## config.mk

```make
export PLATFORM = sky130hd
export DESIGN_NAME = sbot_regs
export DESIGN_NICKNAME = d
export VERILOG_FILES = /design/src/sbot_pkg.sv /design/src/sbot_regs.sv
export SDC_FILE = /design/constraint.sdc
export NUM_CORES = 1
export LEC_CHECK = 0
export BUFFER_PORTS_ARGS = -buffer_cell sky130_fd_sc_hd__buf_2
export CORE_AREA = 4 4 153 155
export DETAILED_ROUTE_END_ITERATION = 8
export DIE_AREA = 0 0 157 159
export PLACE_DENSITY_LB_ADDON = 0.05
export SLEW_MARGIN = 15
export SYNTH_ARGS = -nofsm -noshare
export SYNTH_HDL_FRONTEND = slang
export SYNTH_SLANG_ARGS = --single-unit
export TNS_END_PERCENT = 100
```

## constraint.sdc

```tcl
create_clock -name clk_i -period 1.3 [get_ports clk_i]
set_input_delay 0.13 -clock clk_i [delete_from_list [all_inputs] [get_ports clk_i]]
set_output_delay 0.13 -clock clk_i [all_outputs]
set_load 0.01 [all_outputs]
```

## src/sbot_pkg.sv

```systemverilog
// ----------------------------------------------------------------------------
// sbot_pkg
// Shared types and constants for the segment versus box overlap test:
// field widths, configuration register indexes and the segment setup struct.
// ----------------------------------------------------------------------------
package sbot_pkg;

  localparam int CoordW   = 32;
  localparam int HalfLenW = 31;
  localparam int AddrW    = 5;
  localparam int DataW    = 32;

  typedef enum logic [2:0] {
    RegMidX    = 3'd0,
    RegMidY    = 3'd1,
    RegMidZ    = 3'd2,
    RegDirX    = 3'd3,
    RegDirY    = 3'd4,
    RegDirZ    = 3'd5,
    RegHalfLen = 3'd6
  } reg_idx_e;

  typedef struct packed {
    logic signed [CoordW-1:0]   mid_x;
    logic signed [CoordW-1:0]   mid_y;
    logic signed [CoordW-1:0]   mid_z;
    logic signed [CoordW-1:0]   dir_x;
    logic signed [CoordW-1:0]   dir_y;
    logic signed [CoordW-1:0]   dir_z;
    logic        [HalfLenW-1:0] half_len;
  } seg_cfg_t;

endpackage

```

## src/sbot_regs.sv

```systemverilog
// ----------------------------------------------------------------------------
// sbot_regs
// APB-style register file holding the segment midpoint, direction and half
// length. Writes complete in the access phase, reads return the stored value.
// ----------------------------------------------------------------------------
module sbot_regs (
  input  logic                       clk_i,
  input  logic                       rst_ni,
  input  logic                       psel,
  input  logic                       penable,
  input  logic                       pwrite,
  input  logic [sbot_pkg::AddrW-1:0] paddr,
  input  logic [sbot_pkg::DataW-1:0] pwdata,
  output logic [sbot_pkg::DataW-1:0] prdata,
  output logic                       pready,
  output sbot_pkg::seg_cfg_t         cfg_o
);
  import sbot_pkg::*;

  seg_cfg_t cfg_q;
  reg_idx_e idx;
  logic     wr_en;

  assign idx    = reg_idx_e'(paddr[AddrW-1:2]);
  assign wr_en  = psel & penable & pwrite;
  assign pready = 1'b1;
  assign cfg_o  = cfg_q;

  always_ff @(posedge clk_i or negedge rst_ni) begin
    if (!rst_ni) begin
      cfg_q <= '0;
    end else if (wr_en) begin
      unique case (idx)
        RegMidX:    cfg_q.mid_x    <= pwdata;
        RegMidY:    cfg_q.mid_y    <= pwdata;
        RegMidZ:    cfg_q.mid_z    <= pwdata;
        RegDirX:    cfg_q.dir_x    <= pwdata;
        RegDirY:    cfg_q.dir_y    <= pwdata;
        RegDirZ:    cfg_q.dir_z    <= pwdata;
        RegHalfLen: cfg_q.half_len <= pwdata[HalfLenW-1:0];
        default:    ;
      endcase
    end
  end

  always_comb begin
    unique case (idx)
      RegMidX:    prdata = cfg_q.mid_x;
      RegMidY:    prdata = cfg_q.mid_y;
      RegMidZ:    prdata = cfg_q.mid_z;
      RegDirX:    prdata = cfg_q.dir_x;
      RegDirY:    prdata = cfg_q.dir_y;
      RegDirZ:    prdata = cfg_q.dir_z;
      RegHalfLen: prdata = {{(DataW-HalfLenW){1'b0}}, cfg_q.half_len};
      default:    prdata = '0;
    endcase
  end

endmodule

```

# [Yosys cells after proc, flatten, opt, wreduce, memory -nomap -nowiden]
# Index checks and enable logic that the tools add are counted.
[word_totals] in_bits=42 rom_bits=0 memories=0 output_inout_bits=256 mem_bits_rw=0 word_cells=24 latchBits=0 register_bits=223
[op_classes] n_eq_ne=6 n_lt_le_gt_ge=0 multipliers=0 addsub=0 n_div=0 bitwise_logic=2 n_reduce_logical=8 shifts=0 muxes=1
[ops] operator="$pmux 32 s7" count=1
[ops] operator="$reduce_and 2->1" count=7
[ops] operator="$eq 3x3->1 const B" count=3
[ops] operator="$eq 3x2->1 const B" count=2
[ops] operator="$eq 3x1->1 const B" count=1
[ops] operator="$logic_not 3->1" count=1
[ops] operator="$and 1x1->1" count=2

# [Logic depth before layout (Yosys ltp)]
[depth] ltp_word=3 ltp_mapped=6 ltp_nobuf=3

# [Worst setup path after synthesis]
# No wires, ideal clock.
[synth_timing] kind="in2reg" from="input paddr[2] in the netlist's numbering" to="register cfg_q (netlist bit cfg_o[213])" arrival_ns=1.321 path_buffers=3 setup_time_ns=0.127 stages=6 t_required_ns=1.173 setup_slack_ns=-0.149 path_cell_list="buf_2 > nand4b_4 > or3_1 > buf_2 > buf_6 > mux2_1"
[synth_between] elab_chain_len=2
[synth_lines] item="start, declared" line="sbot_regs.sv:12" source="input logic [sbot_pkg::AddrW-1:0] paddr,"
[synth_lines] item="$logic_not 3->1" line="sbot_regs.sv:33" source="unique case (idx)"
[synth_lines] item="$reduce_and 2->1 (no source line)"
[synth_lines] item="end, declared" line="sbot_regs.sv:20" source="seg_cfg_t cfg_q;"
# No other way between the ends.
# A chain may end at the register's enable or synchronous reset.

# [Worst setup path in the final report]
[layout_timing] from="register cfg_q (netlist bit cfg_o[3])" to="output prdata[3] in the netlist's numbering"
[layout_between] elab_chain_len=1
[layout_lines] item="$pmux 32 s7" line="sbot_regs.sv:47" source="unique case (idx)"
[layout_lines] item="end, declared" line="sbot_regs.sv:14" source="output logic [sbot_pkg::DataW-1:0] prdata,"
# No other way between the ends.

==> metrics.yaml <==
syn_area_um2: 10200
synth.area.top_cells: "dfrtp_1, mux2_2, mux2i_1"
ff_latch_area_um2: 5580
fin_ws_ps: -589
layout.nets: 1214
synth_top_family_by_area: "multiplexers"
wl_per_cell_um: 22.2
timing.rr.start: "cfg_o[155]"
yosysSeqAreaShare: 0.547
multi_input_area_um2: 4570
crit_family: "compound AO/OA/AOI/OAI gates"
place_congestion: 0.774
design.die.area_um2: 25000
dpl.hpwl_mm: 21.3
synth_compound_area_frac: 0.0593
clock_latency_ps: 510
start_util: 0.468
synthXorXnorAreaFrac: 0
synth_fa_ha_area_frac: 0
whs_ps: 62.2
power_per_cell_area_nw_per_um2: 1590
via_per_inst: 5.45
synth_cells: 728
required_ps: 1170
finalCritPeriodShare: 1.45
cap_violations: 0
hold_viol_final: 0
ant_nets: 0
grt_pass1_wl_mm: 49.8
vias: 8018
place_ws_ps: -333
yosys.area_share.simple: 0.0353
highest_layer: "met4"
critical_path_class: "flop to output port"
largest_register_ffs: 223
maxSlewViolCount: 0
ios: 298
cts_sinks: 223
synth_seq_cells: 223
die_h_um: 159
failed_checks: "negative setup slack"
cp-start-kind: "flop"
muxShareOfSynthArea: 0.330
final_cell_count_no_fill: 1471
wl_mm: 32.7
rsz0062_at_grt: "true"
crit_chain: "mux2_2, a222oi_1, o21ai_1, buf_2"
hp-class: "input port to async pin"
io_buffers: 294
leakagePower_nw: 7.56
synth.largest_area_cell: "dfrtp_1"
cts_buffer_depth: 3
finalSetupViolCount: 40
routed-wl-met2_mm: 16.0
routedLengthMet1_mm: 13.6
ys.warnings.count: 0
synth_cell_types: 29
wl_met3_mm: 2.52
root_buffer: "clkbuf_16"
diodes: 0
path_clk_slew_ps: 60
synthFlopType: "dfrtp_1"
nFillCells: 1595
syn_nets: 770
firstDrtPassIters: 6
cp-end-kind: "output port"
cts_tree: "built"
drt-initial-drc-count: 361
yosysMostFrequentCell: "mux2_2"
avgSynthCellArea_um2: 14.0
grt_pass1_vias: 8441
numCtsBuffers: 25
synth_top_area_frac: 0.547
dp_cells: 1329
die_w_um: 157
min_period_ps: 1890
fin_skew_ps: 0
antenna_found_initial: 0
grt-ovfl-total: 0
slowest_delay_ps: 400
cp_num_buf_inv: 1
max_freq_ghz: 0.529
core_area_um2: 21800
final_core_util: 0.703
peakVddDrop_mv: 0.929
worstPathArrival_ps: 1760
synthArstFlopShare: 1.00
drc: 0
worstPathMaxFanout: 2
grt_max_degree: 66
synthToLayoutAreaGrowth_pct: 50.3
critPathSlowestCell: "dfrtp_1"
placementRows: 54
status: "finished with violations"
layout-drive-gt1-share: 0.645
htree_levels: 1
grt_usage: 0.252
synth-edff-count: 0
crit_start: "cfg_o[3]"
ys_top_cells_by_count: "mux2_2, dfrtp_1, mux2i_1"
[metrics by stage]
step	TNS (ps)	area [um^2]	power, mW
2_1_floorplan	-5650	10300	12.2
3_3_place_gp	-55440	12700	15.1
3_5_place_dp	-54490	12700	15.2
4_1_cts	-13240	14900	23.9
5_1_grt	-16770	15300	25.5
6_report	-13170	15300	24.3
[final cells by class]
cell class | instances | area share
Clock buffer | 38 | 0.0505
Clock inverter | 8 | 0.00652
Inverter | 3 | 0.000734
Multi-Input combinational cell | 446 | 0.298
Sequential cell | 223 | 0.364
Tap cell | 280 | 0.0228
Timing Repair Buffer | 473 | 0.258
[path summary, 6_finish.rpt]
kind                              end  slack [ps]  cells after the start
max in group asynchronous   cfg_o[86]         600                      3
min in group clk_i         cfg_o[213]         330                      5
hold reg to reg            cfg_o[206]         520                      1
setup reg to reg           cfg_o[155]         190                      4
hold / removal             cfg_o[146]          60                      2
setup / recovery            prdata[3]        -590                      4
[repair_timing]
action | 4_1_cts | 5_1_grt
hold buffers | 33 | 0
endpoints found under the hold margin | 446 | 0
setup endpoints to repair | 57 | 103
buffers inserted | 50 | 43
pin swaps | 13 | 13
resized for setup | 120 | 92
[power breakdown]
| group | internal (mW) | switching [mW] |
|---|---|---|
| clock | 4.50 | 2.88 |
| sequential | 8.31 | 1.09 |
| combinational | 4.36 | 3.19 |
| total | 17.2 | 7.15 |
[worst reg2reg max path, delay by kind of cell, from the launching register on]
kind,cells,cell delay [ps]
DFF,1,390
muxes,1,250
buffers and inverters,3,360
[placed cells by master, fill, tap and decap left out, drive strengths merged, types with 4 or more instances in the layout]
cell | Yosys | layout
buf | 38 | 440
mux2 | 254 | 254
dfrtp | 223 | 223
mux2i | 49 | 49
clkbuf | 18 | 38
dlygate4sd3 | 0 | 33
o21a | 31 | 31
o221ai | 19 | 19
nand2 | 17 | 17
nand3 | 16 | 16
nand3b | 14 | 14
a222oi | 13 | 13
o21ai | 13 | 13
nor2 | 5 | 5
inv | 3 | 4
clkinv | 0 | 4
[logic make-up after synthesis]
| kind of cell | count (synthesis) |
|---|---|
| muxes | 304 |
| DFF | 223 |
| AOI/OAI and AO/OA | 78 |
| and+or+nand+nor | 63 |
| buffers and inverters | 59 |
| other | 1 |
[per-layer routing]
layer  global-route usage  vias to the layer above
met4               0.0647                        0
met5                    0                        -
li1                     -                     3605
met1                0.334                     4087
met3               0.0636                       50
met2                0.415                      276
(Power assumes the default switching activity.)
